==> config.mk <==
export PLATFORM = sky130hd
export DESIGN_NAME = ascii_radix_integer_parser_unit
export DESIGN_NICKNAME = d
export VERILOG_FILES = /design/src/hdl/arp_pkg.sv /design/src/hdl/arp_parser.sv /design/src/hdl/ascii_radix_integer_parser_unit.sv
export SDC_FILE = /design/constraint.sdc
export NUM_CORES = 1
export LEC_CHECK = 0
export BUFFER_PORTS_ARGS = -buffer_cell sky130_fd_sc_hd__buf_2
export CAP_MARGIN = 40
export CORE_ASPECT_RATIO = 0.5
export CORE_MARGIN = 10
export CORE_UTILIZATION = 40
export CTS_BUF_LIST = sky130_fd_sc_hd__clkbuf_8
export DETAILED_ROUTE_END_ITERATION = 10
export PLACE_DENSITY_LB_ADDON = 0.08
export SLEW_MARGIN = 20
export SYNTH_ARGS = -nofsm -noshare
export SYNTH_HDL_FRONTEND = slang
export SYNTH_HIERARCHICAL = 1
export SYNTH_SLANG_ARGS = --single-unit
==> constraint.sdc <==
create_clock -name clk -period 19.4 [get_ports clk]
set_input_delay 4.85 -clock clk [delete_from_list [all_inputs] [get_ports clk]]
set_output_delay 4.85 -clock clk [all_outputs]
set_load 0.005 [all_outputs]
==> src/hdl/arp_pkg.sv <==
// Package for the ASCII radix integer parser.
// Holds parser phase and radix types, character codes, status codes,
// the result struct and the digit decode and radix scale functions; depends on nothing.
package arp_pkg;

    localparam int MAG_W = 33;
    localparam int PROD_W = MAG_W + 3;

    localparam logic [MAG_W-1:0] MAG_CAP = 33'h0_8000_0000;

    localparam logic [7:0] CH_B     = 8'h62;
    localparam logic [7:0] CH_X     = 8'h78;
    localparam logic [7:0] CH_0     = 8'h30;
    localparam logic [7:0] CH_7     = 8'h37;
    localparam logic [7:0] CH_9     = 8'h39;
    localparam logic [7:0] CH_UA    = 8'h41;
    localparam logic [7:0] CH_UF    = 8'h46;
    localparam logic [7:0] CH_MINUS = 8'h2d;

    localparam logic [4:0] NO_DIGIT = 5'd16;

    localparam logic [1:0] ST_OK        = 2'd0;
    localparam logic [1:0] ST_BAD_CHAR  = 2'd1;
    localparam logic [1:0] ST_RANGE     = 2'd2;

    typedef enum logic [3:0] {
        PH_START  = 4'b0001,
        PH_ZERO   = 4'b0010,
        PH_SIGNOK = 4'b0100,
        PH_DIGITS = 4'b1000
    } phase_t;

    typedef enum logic [1:0] {
        RX_DEC = 2'd0,
        RX_BIN = 2'd1,
        RX_OCT = 2'd2,
        RX_HEX = 2'd3
    } radix_t;

    typedef struct packed {
        logic signed [31:0] value;
        logic [1:0]         status;
        logic [7:0]         bad_byte;
    } result_t;

    function automatic logic [4:0] digit_value(input logic [7:0] c, input radix_t rx);
        logic [4:0] d;
        d = NO_DIGIT;
        if (c inside {[CH_0:CH_9]})
        begin
            d = 5'(c - CH_0);
        end
        else if (rx == RX_HEX && (c inside {[CH_UA:CH_UF]}))
        begin
            d = 5'(c - CH_UA) + 5'd10;
        end
        if (rx == RX_BIN && d > 5'd1)
        begin
            d = NO_DIGIT;
        end
        if (rx == RX_OCT && d > 5'(CH_7 - CH_0))
        begin
            d = NO_DIGIT;
        end
        return d;
    endfunction

    function automatic logic [PROD_W-1:0] scale_mag(input logic [MAG_W-1:0] m,
                                                    input radix_t rx);
        logic [PROD_W-1:0] w;
        logic [PROD_W-1:0] p;
        w = PROD_W'(m);
        case (rx)
            RX_DEC:  p = (w << 3) + (w << 1);
            RX_BIN:  p = w << 1;
            RX_OCT:  p = w << 3;
            RX_HEX:  p = w << 4;
            default: p = (w << 3) + (w << 1);
        endcase
        return p;
    endfunction

endpackage

==> src/hdl/arp_parser.sv <==
// Parser state and per-character step logic of the ASCII radix integer parser.
// Holds phase, radix, sign, saturating magnitude and error flags; builds the
// result for the final character. Depends on arp_pkg.
module arp_parser
    import arp_pkg::*;
(
    input  logic       clk,
    input  logic       rst_n,
    input  logic       step_en,
    input  logic [7:0] char_byte,
    input  logic       last_char,
    output result_t    result
);

    phase_t           phase_reg, phase_next;
    radix_t           radix_reg, radix_next;
    logic             neg_reg, neg_next;
    logic [MAG_W-1:0] mag_reg, mag_next;
    logic             range_err_reg, range_err_next;
    logic             char_err_reg, char_err_next;
    logic [7:0]       first_bad_reg, first_bad_next;
    logic             seen_reg, seen_next;

    radix_t            take_rx;
    logic [4:0]        digit;
    logic [PROD_W-1:0] prod;
    logic              sat;
    logic              do_digit;
    logic              do_minus;
    logic              fin_bad;
    logic              fin_range;

    assign take_rx = (phase_reg == PH_START) ? RX_DEC : radix_reg;
    assign digit   = digit_value(char_byte, take_rx);
    assign prod    = scale_mag(mag_reg, take_rx) + PROD_W'(digit);
    assign sat     = prod > PROD_W'(MAG_CAP);

    always_comb
    begin
        phase_next     = phase_reg;
        radix_next     = radix_reg;
        neg_next       = neg_reg;
        mag_next       = mag_reg;
        range_err_next = range_err_reg;
        char_err_next  = char_err_reg;
        first_bad_next = first_bad_reg;
        seen_next      = seen_reg;
        do_digit       = 1'b0;
        do_minus       = 1'b0;

        if (!char_err_reg)
        begin
            case (phase_reg)
                PH_START:
                begin
                    if (char_byte == CH_B)
                    begin
                        radix_next = RX_BIN;
                        phase_next = PH_SIGNOK;
                    end
                    else if (char_byte == CH_0)
                    begin
                        radix_next = RX_OCT;
                        phase_next = PH_ZERO;
                    end
                    else
                    begin
                        radix_next = RX_DEC;
                        do_minus   = (char_byte == CH_MINUS);
                        do_digit   = (char_byte != CH_MINUS);
                    end
                end
                PH_ZERO:
                begin
                    if (char_byte == CH_X)
                    begin
                        radix_next = RX_HEX;
                        phase_next = PH_SIGNOK;
                    end
                    else
                    begin
                        do_minus = (char_byte == CH_MINUS);
                        do_digit = (char_byte != CH_MINUS);
                    end
                end
                PH_SIGNOK:
                begin
                    do_minus = (char_byte == CH_MINUS);
                    do_digit = (char_byte != CH_MINUS);
                end
                default:
                begin
                    do_digit = 1'b1;
                end
            endcase
        end

        if (do_minus)
        begin
            neg_next   = 1'b1;
            phase_next = PH_DIGITS;
        end

        if (do_digit)
        begin
            if (digit == NO_DIGIT)
            begin
                char_err_next  = 1'b1;
                first_bad_next = char_byte;
            end
            else
            begin
                mag_next   = sat ? MAG_CAP : prod[MAG_W-1:0];
                if (sat)
                begin
                    range_err_next = 1'b1;
                end
                seen_next  = 1'b1;
                phase_next = PH_DIGITS;
            end
        end
    end

    assign fin_bad   = char_err_next || (neg_next && !seen_next);
    assign fin_range = range_err_next || (!neg_next && mag_next == MAG_CAP);

    always_comb
    begin
        result.value    = '0;
        result.status   = ST_OK;
        result.bad_byte = '0;
        if (fin_bad)
        begin
            result.status   = ST_BAD_CHAR;
            result.bad_byte = char_err_next ? first_bad_next : 8'd0;
        end
        else if (fin_range)
        begin
            result.status = ST_RANGE;
        end
        else
        begin
            result.value = neg_next ? -$signed(mag_next[31:0]) : $signed(mag_next[31:0]);
        end
    end

    always_ff @(posedge clk or negedge rst_n)
    begin
        if (!rst_n)
        begin
            phase_reg     <= PH_START;
            radix_reg     <= RX_DEC;
            neg_reg       <= 1'b0;
            mag_reg       <= '0;
            range_err_reg <= 1'b0;
            char_err_reg  <= 1'b0;
            first_bad_reg <= '0;
            seen_reg      <= 1'b0;
        end
        else if (step_en)
        begin
            if (last_char)
            begin
                phase_reg     <= PH_START;
                radix_reg     <= RX_DEC;
                neg_reg       <= 1'b0;
                mag_reg       <= '0;
                range_err_reg <= 1'b0;
                char_err_reg  <= 1'b0;
                first_bad_reg <= '0;
                seen_reg      <= 1'b0;
            end
            else
            begin
                phase_reg     <= phase_next;
                radix_reg     <= radix_next;
                neg_reg       <= neg_next;
                mag_reg       <= mag_next;
                range_err_reg <= range_err_next;
                char_err_reg  <= char_err_next;
                first_bad_reg <= first_bad_next;
                seen_reg      <= seen_next;
            end
        end
    end

endmodule

==> src/hdl/ascii_radix_integer_parser_unit.sv <==
// Top level of the ASCII radix integer parser.
// Holds the input register and the result register around arp_parser.
// Depends on arp_pkg and arp_parser.
//
// The input channel carries one character per transaction (char_byte) with
// last_char set on the final character of a number string. The output
// channel carries one transaction per string: value, status and bad_byte.
// A leading 'b' selects binary, "0x" hex (uppercase digits), a leading '0'
// octal, anything else decimal; one '-' may follow the prefix.
// A transaction completes on a rising edge with valid high and stall low.
// Throughput is one character per cycle while in_stall is low. The result of a
// string is loaded into the result register when its final character moves
// on from the input register.
// When the receiver stalls a pending result, a final character waiting in
// the input register holds, and in_stall rises; other characters still flow.
// Reset clears both valid flags and returns the parser to the start of a
// string with decimal radix and no sign, magnitude or error.
module ascii_radix_integer_parser_unit
    import arp_pkg::*;
(
    input  logic               clk,
    input  logic               rst_n,
    input  logic               in_valid,
    output logic               in_stall,
    input  logic [7:0]         char_byte,
    input  logic               last_char,
    output logic               out_valid,
    input  logic               out_stall,
    output logic signed [31:0] value,
    output logic [1:0]         status,
    output logic [7:0]         bad_byte
);

    logic       s1_valid_reg;
    logic [7:0] s1_char_reg;
    logic       s1_last_reg;
    logic       out_valid_reg;
    result_t    out_reg;
    result_t    step_result;
    logic       advance;
    logic       accept;

    assign advance  = s1_valid_reg && (!s1_last_reg || !out_valid_reg || !out_stall);
    assign in_stall = s1_valid_reg && !advance;
    assign accept   = in_valid && !in_stall;

    arp_parser u_parser
    (
        .clk       (clk),
        .rst_n     (rst_n),
        .step_en   (advance),
        .char_byte (s1_char_reg),
        .last_char (s1_last_reg),
        .result    (step_result)
    );

    always_ff @(posedge clk or negedge rst_n)
    begin
        if (!rst_n)
        begin
            s1_valid_reg  <= 1'b0;
            out_valid_reg <= 1'b0;
        end
        else
        begin
            if (accept)
            begin
                s1_valid_reg <= 1'b1;
            end
            else if (advance)
            begin
                s1_valid_reg <= 1'b0;
            end

            if (advance && s1_last_reg)
            begin
                out_valid_reg <= 1'b1;
            end
            else if (!out_stall)
            begin
                out_valid_reg <= 1'b0;
            end
        end
    end

    always_ff @(posedge clk)
    begin
        if (accept)
        begin
            s1_char_reg <= char_byte;
            s1_last_reg <= last_char;
        end
        if (advance && s1_last_reg)
        begin
            out_reg <= step_result;
        end
    end

    assign out_valid = out_valid_reg;
    assign value     = out_reg.value;
    assign status    = out_reg.status;
    assign bad_byte  = out_reg.bad_byte;

endmodule
Word level (Yosys, flattened, before mapping)
Index checks and enable logic that the tools add are counted.

operators by class
  $add $sub $neg = 6
  order comparisons = 7
  equal/unequal tests = 16
  mux-type cells = 56
  reduce and logical (&&, ||, !) cells = 28

operators with widths
  kind                  number
  $pmux 36 s4           1
  $mux 33               4
  $add 36x34->36        1
  $add 36x5->36         1
  $gt 36x32->1 const B  1
  $eq 33x32->1 const B  1
  $mux 32               1
  $mux 4                8
  $neg 32->32           1
  $mux 1                24
  $mux 8                3
  $mux 5                4
  $eq 8x6->1 const B    2
  $eq 8x7->1 const B    2
  $mux 2                7
  $logic_and 1x1->1     11
  $ge 8x6->1 const B    1
  $ge 8x7->1 const B    1
  $le 8x6->1 const B    1
  $le 8x7->1 const B    1
  $ne 8x6->1 const B    1
  $pmux 4 s2            1
  $logic_not 1->1       7
  $pmux 1 s3            2
  22 further kinds      26

storage, ports and cells
  bits in registers = 104
  bits of input ports = 13
  output and inout port bits = 44
  word-level logic and storage cells = 128

Logic depth before layout (Yosys ltp)
Gate-level depths: netlist of the first run.

  word-level depth = 21
  gate-level depth with buffers = 33
  gate-level depth less buffers = 27

Cells and area by module
Netlist of the first run, hierarchy kept.

by module, submodules not included
  module                           times used  cells an instance  area each (µm²)  sequential area each (µm²)
  arp_parser                       1           1275               9037.4           1277.5
  ascii_radix_integer_parser_unit  1           63                 1630.3           1581.5

Worst setup path after synthesis of the first run
OpenSTA, ideal clock, no wires.

  kind = input-to-output
  from = input out_stall
  to = output in_stall
  data arrival time = 5.039 ns
  required time = 14.550 ns
  slack = 9.511 ns
  stages on the path = 2
  path buffers = 0
  cells stage by stage = nand4_1 inv_1

between the ends
  longest elaborated chain between the ends = 5

ends and longest elaborated chain
  element            line                                   source
  from (decl)        ascii_radix_integer_parser_unit.sv:28  input logic out_stall,
  $logic_not 1->1    n/a
  $logic_or 1x1->1   ascii_radix_integer_parser_unit.sv:43  assign advance = s1_valid_reg && (!s1_last_reg || !out_valid_reg || !out_stall);
  $logic_and 1x1->1  ascii_radix_integer_parser_unit.sv:43
  $logic_not 1->1    ascii_radix_integer_parser_unit.sv:44  assign in_stall = s1_valid_reg && !advance;
  $logic_and 1x1->1  ascii_radix_integer_parser_unit.sv:44
  to (decl)          ascii_radix_integer_parser_unit.sv:24  output logic in_stall,

Every way passes these cells.

Worst setup path after layout of the first run
Ends and elaborated chain as after synthesis.

==> metrics.yaml, run 1 <==
status: "finished clean"
initial_core_util: 0.405
timing.hold.ws_ns: 0.514
synth_xor_area_frac: 0.0550
finalSetupViolCount: 0
num_vias: 10613
grt_pass1_vias: 9787
cap_violations: 0
p_seq_frac: 0.522
synth_mux_area_frac: 0.0400
start_kind: "input pin"
core_area_sq_um: 26300
vias_per_cell: 6.29
port_buffers: 56
slew_headroom: 0.416
path_class: "in2out"
yosysTopAreaCell: "edfxtp_1"
globalRouteOverflowTotal: 0
netlist_area_sq_um: 10700
hold_viol: 0
diodes: 0
intPower_w: 0.000350
synthAdderAreaFrac: 0.0507
drv_slew: 0
largest_reg_flops: 33
core.rowCount: 42
synth_commonest_cells: "nor2_1, nand2_1, a21oi_1"
dp_hpwl_um: 28400
total_power_w: 0.000484
synth_cell_types: 104
yosysWarnings: 6
clk_latency_ns: 0.40
die_y_um: 135
die_x_um: 251
num-fill-cells: 2624
hold_buffers: 0
cts_buffers: 9
tightest_slew_ns: 0.870
synthSimpleGateAreaFrac: 0.252
multiInputGateArea_sq_um: 7300
worst_slack_ns: 9.21
cts_tree: "yes"
end_kind: "output pin"
post-route-min-period_ns: 10.19
synth_top_family_by_area: "compound AO/OA/AOI/OAI gates"
fmax_mhz: 98.2
ant_nets: 0
ys_seq_elements: 104
postCtsResizedCells: 0
drc_errors: 0
yosysMostFrequentCell: "nor2_1"
area_growth_pct: 7.11
async_flop_share: 0.510
drive_above_1_share: 0.105
drt_wl_total_um: 37600
drt_iter0_drc: 1058
seq_area_frac_synth: 0.268
syn_avg_cell_area_sq_um: 7.97
pwr_density_cell_nw_per_um2: 42.4
syn_nets: 1393
p_leak_nw: 4.39
clockRootBuffer: "clkbuf_8"
die_area_sq_um: 34000
htreeDepth: 3
finalSetupTns_ns: 0
synth_edf_count: 51
wire_per_inst_um: 22.2
synth-compound-area-share: 0.283
drt_first_pass_iters: 7
syn_inst: 1338
cts_buffer_depth: 2
p_sw_w: 0.000134
dp_slack_ns: 9.20
place.gp.congestion: 0.894
worstPathArrival_ns: 5.34
worstHoldPathType: "reg2reg"
max-vdd-ir-drop_mv: 0.0426
synth_top_area_frac: 0.144
sw_frac_of_total: 0.277
synth_flop_cell: "dfrtp_1"
antenna_found_initial: 0
clock-sinks: 104
cp.required_ns: 14.55
comb_power_share: 0.138
synth.area.top_cells: "edfxtp_1, dfrtp_1, a21oi_1"
fin_nets: 1386
grt_start_max_net_pins: 71
fin_crit_sh: 0.525
postCtsSetupRepairBufs: 0
rsz0062_at_grt: "false"
track_usage: 0.215
clockPowerShare: 0.340
cts.clk_slew.worst_paths_ns: 0.10
grt_pass1_wl_um: 58400
pin_count: 57
skew_ns: 0.0202
critPathMaxFanout: 4
final-seq-area_sq_um: 2860
worst paths after layout:
path,from,end,slack [ns],cells after the start
max in group asynchronous,rst_n,u_parser/radix_reg[0],14.29,2
min reg2reg,u_parser/first_bad_reg[6],u_parser/first_bad_reg[6],0.51,1
max,out_stall,in_stall,9.21,4
min,u_parser/first_bad_reg[6],u_parser/first_bad_reg[6],0.51,1
min in group asynchronous,rst_n,u_parser/mag_reg[0],4.57,2
max reg2reg,u_parser/radix_reg[0],value[9],11.00,27
area by class of cell:
| type | count | area share |
|---|---|---|
| clock buffers | 9 | 0.0108 |
| inverters | 34 | 0.0112 |
| well taps | 352 | 0.0385 |
| clock inverters | 7 | 0.00996 |
| repair buffers | 74 | 0.0400 |
| multi-input cells | 1108 | 0.639 |
| flip-flops and latches | 104 | 0.250 |
cell usage in the layout, fill, tap and decap left out, drive strengths merged, types with 29 or more instances in the layout:
cell type / n
a21oi: 122
buf: 73
dfrtp: 52
edfxtp: 51
ha: 40
inv: 36
mux2i: 37
nand2: 126
nand3: 29
nor2: 137
nor3: 39
o21ai: 82
xnor2: 31
xor2: 36
layer usage:
metal  part of all wire  track usage
met2               0.41        0.313
met5                  0            0
met3              0.076       0.0371
met1               0.50        0.324
met4              0.011       0.0373
worst max-delay path, stage by stage:
cell and delay [ns]:
buf_2 0.14, nand4_1 0.15, inv_1 0.08, buf_2 0.11
cell families after synthesis:
group,Yosys count
AO/OA/AOI/OAI,445
XOR/XNOR,67
adder cells (fa/ha/maj),42
buffers and inverters,126
flip-flops,104
multiplexers,42
AND/OR/NAND/NOR,512
per-stage QoR:
stage / util / instances / area (sq um)
after floorplan: - / 1338 / 10700
after global placement: 0.422 / 1668 / 11100
after detailed placement: 0.424 / 1670 / 11200
after CTS: 0.433 / 1686 / 11400
after global routing: 0.434 / 1688 / 11400
final: 0.434 / 1688 / 11400
power groups by stage:
stage / logic, W / registers, W / clock network, W
2_1_floorplan: 0.0000438 / 0.000253 / 0
3_3_place_gp: 0.0000650 / 0.000258 / 0
3_5_place_dp: 0.0000665 / 0.000258 / 0
4_1_cts: 0.0000670 / 0.000253 / 0.000169
5_1_grt: 0.0000738 / 0.000255 / 0.000176
6_report: 0.0000669 / 0.000253 / 0.000164
No activity file was read; power rests on OpenSTA's default activity.
==> inputs of run 2 (changes only) <==
- clock period: 19.4 -> 10.62 ns (I/O delays scaled with it)
==> run 2 against run 1 <==
Against the previous run: clock skew about the same; critical endpoint is now value[7]; design area decreased by 0.42%; setup slack got worse by 6.4 ns; largest power group unchanged; critical path depth increased by 21; final cell count unchanged.
==> metrics.yaml, run 2 (synthesized netlist as in run 1, its figures left out) <==
cts_tree: "yes"  # unchanged
max-vdd-ir-drop_mv: 0.0932  # was 0.0426 mV
place.gp.congestion: 0.914  # was 0.894
hold_buffers: 0  # unchanged
drc_errors: 0  # unchanged
dp_slack_ns: 2.98  # was 9.20 ns
grt_pass1_wl_um: 61000  # was 58400 um
htreeDepth: 3  # unchanged
p_sw_w: 0.000245  # was 0.000134 W
antenna_found_initial: 0  # unchanged
post-place-cells: 1671  # was 1670
wire_per_inst_um: 23.5  # was 22.2 um
port_buffers: 56  # unchanged
worstPathArrival_ns: 7.94  # was 5.34 ns
clk_latency_ns: 0.39  # was 0.40 ns
initial_core_util: 0.405  # unchanged
drt_wl_total_um: 39800  # was 37600 um
slew_headroom: 0.495  # was 0.416
p_seq_frac: 0.548  # was 0.522
hold_viol: 0  # unchanged
cap_violations: 0  # unchanged
vias_per_cell: 6.40  # was 6.29
clockPowerShare: 0.301  # was 0.340
layout_commonest_cell: "nor2_1"  # unchanged
grt_pass1_vias: 10054  # was 9787
pwr_density_cell_nw_per_um2: 74.1  # was 42.4 nW/um^2
die_y_um: 135  # unchanged
reg2reg_depth: 25  # was 27
finalSetupTns_ns: 0  # unchanged
fmax_mhz: 128
ant_nets: 0  # unchanged
fin_crit_sh: 0.734
multiInputGateArea_sq_um: 7300  # unchanged
tightest_slew_ns: 0.746  # was 0.870 ns
cp.required_ns: 10.76  # was 14.55 ns
cts.clk_slew.worst_paths_ns: 0.10  # about the same
comb_power_share: 0.151  # was 0.138
num-fill-cells: 2660  # was 2624
rr_startpoint: "u_parser/phase_reg[2]"  # was u_parser/radix_reg[0]
dp_hpwl_um: 30400  # was 28400 um
cts_buffers: 9  # unchanged
fin_nets: 1386  # unchanged
drt_iter0_drc: 1324  # was 1058
clockRootBuffer: "clkbuf_8"  # unchanged
drive_above_1_share: 0.103  # was 0.105
drt_first_pass_iters: 5  # was 7
sw_frac_of_total: 0.290  # was 0.277
r2r_setup_slack_ns: 2.82  # was 11.00 ns
start_kind: "flip-flop"  # was input pin
grt_start_max_net_pins: 58  # was 71
intPower_w: 0.000599  # was 0.000350 W
worst_slack_ns: 2.82  # was 9.21 ns
rr_endpoint: "value[7]"  # was value[9]
path_class: "reg2reg"  # was in2out
core_area_sq_um: 26300  # unchanged
finalSetupViolCount: 0  # unchanged
final_cell_mix: "nor2_1, nand2_1, a21oi_1, o21ai_0, buf_2"  # unchanged
die_area_sq_um: 34000  # unchanged
min_to: "u_parser/first_bad_reg[0]"  # was u_parser/first_bad_reg[6]
worst_hold_path.num_cells: 1  # unchanged
largest_reg_flops: 33  # unchanged
rsz0062_at_grt: "false"  # unchanged
worstHoldPathType: "reg2reg"  # unchanged
diodes: 0  # unchanged
die_x_um: 251  # unchanged
end_kind: "flip-flop"  # was output pin
postCtsSetupRepairBufs: 0  # unchanged
track_usage: 0.226  # was 0.215
globalRouteOverflowTotal: 0  # unchanged
clock-sinks: 104  # unchanged
area_growth_pct: 6.66  # was 7.11%
p_leak_nw: 4.38  # was 4.39 nW
skew_ns: 0.0201  # was 0.0202 ns
final-seq-area_sq_um: 2860  # unchanged
hold_start: "u_parser/first_bad_reg[0]"  # was u_parser/first_bad_reg[6]
status: "finished clean"  # unchanged
postCtsResizedCells: 0  # unchanged
num_vias: 10802  # was 10613
post-route-min-period_ns: 7.80
drv_slew: 0  # unchanged
core.rowCount: 42  # unchanged
finalNonFillerCells: 1688  # unchanged
critPathMaxFanout: 34  # was 4
cts_buffer_depth: 2  # unchanged
pin_count: 57  # unchanged
[run 2: how the worst max path moves through the flow]
stage | from | cells past startpoint | slack [ns] | to
3_5_place_dp | u_parser/phase_reg[2] | 25 | 2.98 | value[1]
4_1_cts | u_parser/phase_reg[2] | 25 | 2.93 | value[7]
2_1_floorplan | u_parser/radix_reg[1] | 31 | 4.17 | value[2]
6_report | u_parser/phase_reg[2] | 25 | 2.82 | value[7]
5_1_grt | u_parser/phase_reg[2] | 27 | 2.29 | value[14]
3_3_place_gp | u_parser/phase_reg[2] | 25 | 3.20 | value[3]
[run 2: metal layers]
layer / vias to the layer above / share of wire / GRT usage
li1: 5035 / - / -
met1: 5249 / 0.48 / 0.337
met2: 483 / 0.42 / 0.333
met3: 35 / 0.084 / 0.0435
met4: 0 / 0.012 / 0.0376
met5: - / 0 / 0
[run 2: power groups by stage]
stage                     sequential (W)  clock (W)  combinational (W)
after floorplan                 0.000462          0          0.0000800
after global placement          0.000470          0           0.000123
after detailed placement        0.000471          0           0.000125
after CTS                       0.000462   0.000263           0.000126
after global routing            0.000465   0.000278           0.000140
final                           0.000462   0.000254           0.000127
[run 2: final cells by class]
cell class                      instances  area share
Clock buffer                           10      0.0121
Clock inverter                          6     0.00473
Inverter                               34      0.0112
Multi-Input combinational cell       1108       0.642
Sequential cell                       104       0.251
Tap cell                              352      0.0387
Timing Repair Buffer                   74      0.0400
[run 2: per-stage QoR]
stage	instance area [sq um]	total power, W	hold WS [ns]	utilization
6_report	11400	0.000843	0.507	0.432
5_1_grt	11400	0.000884	0.529	0.432
4_1_cts	11400	0.000852	0.511	0.431
3_5_place_dp	11200	0.000596	0.486	0.424
3_3_place_gp	11100	0.000593	0.489	0.422
2_1_floorplan	10700	0.000542	0.463	-
[run 2: critical path: stages, from the launching register on]
cell and delay (ns):
dfrtp_1 0.54, or4b_4 0.49, nand3_1 0.19, a2111o_1 0.38, a21o_1 0.23, nor2_1 0.15
inv_1 0.09, fa_1 0.46, nor2b_1 0.15, o21ai_0 0.17, a221oi_1 0.57, and3_1 0.30
and4b_1 0.40, nand4b_2 0.23, or2_1 0.40, nor4_2 0.21, xor2_1 0.18, o211ai_2 0.21
nand2_1 0.20, nor2_1 0.13, buf_4 0.28, o211a_2 0.42, nand3_1 0.20, o31ai_4 0.51
buf_4 0.36, nor2_1 0.09
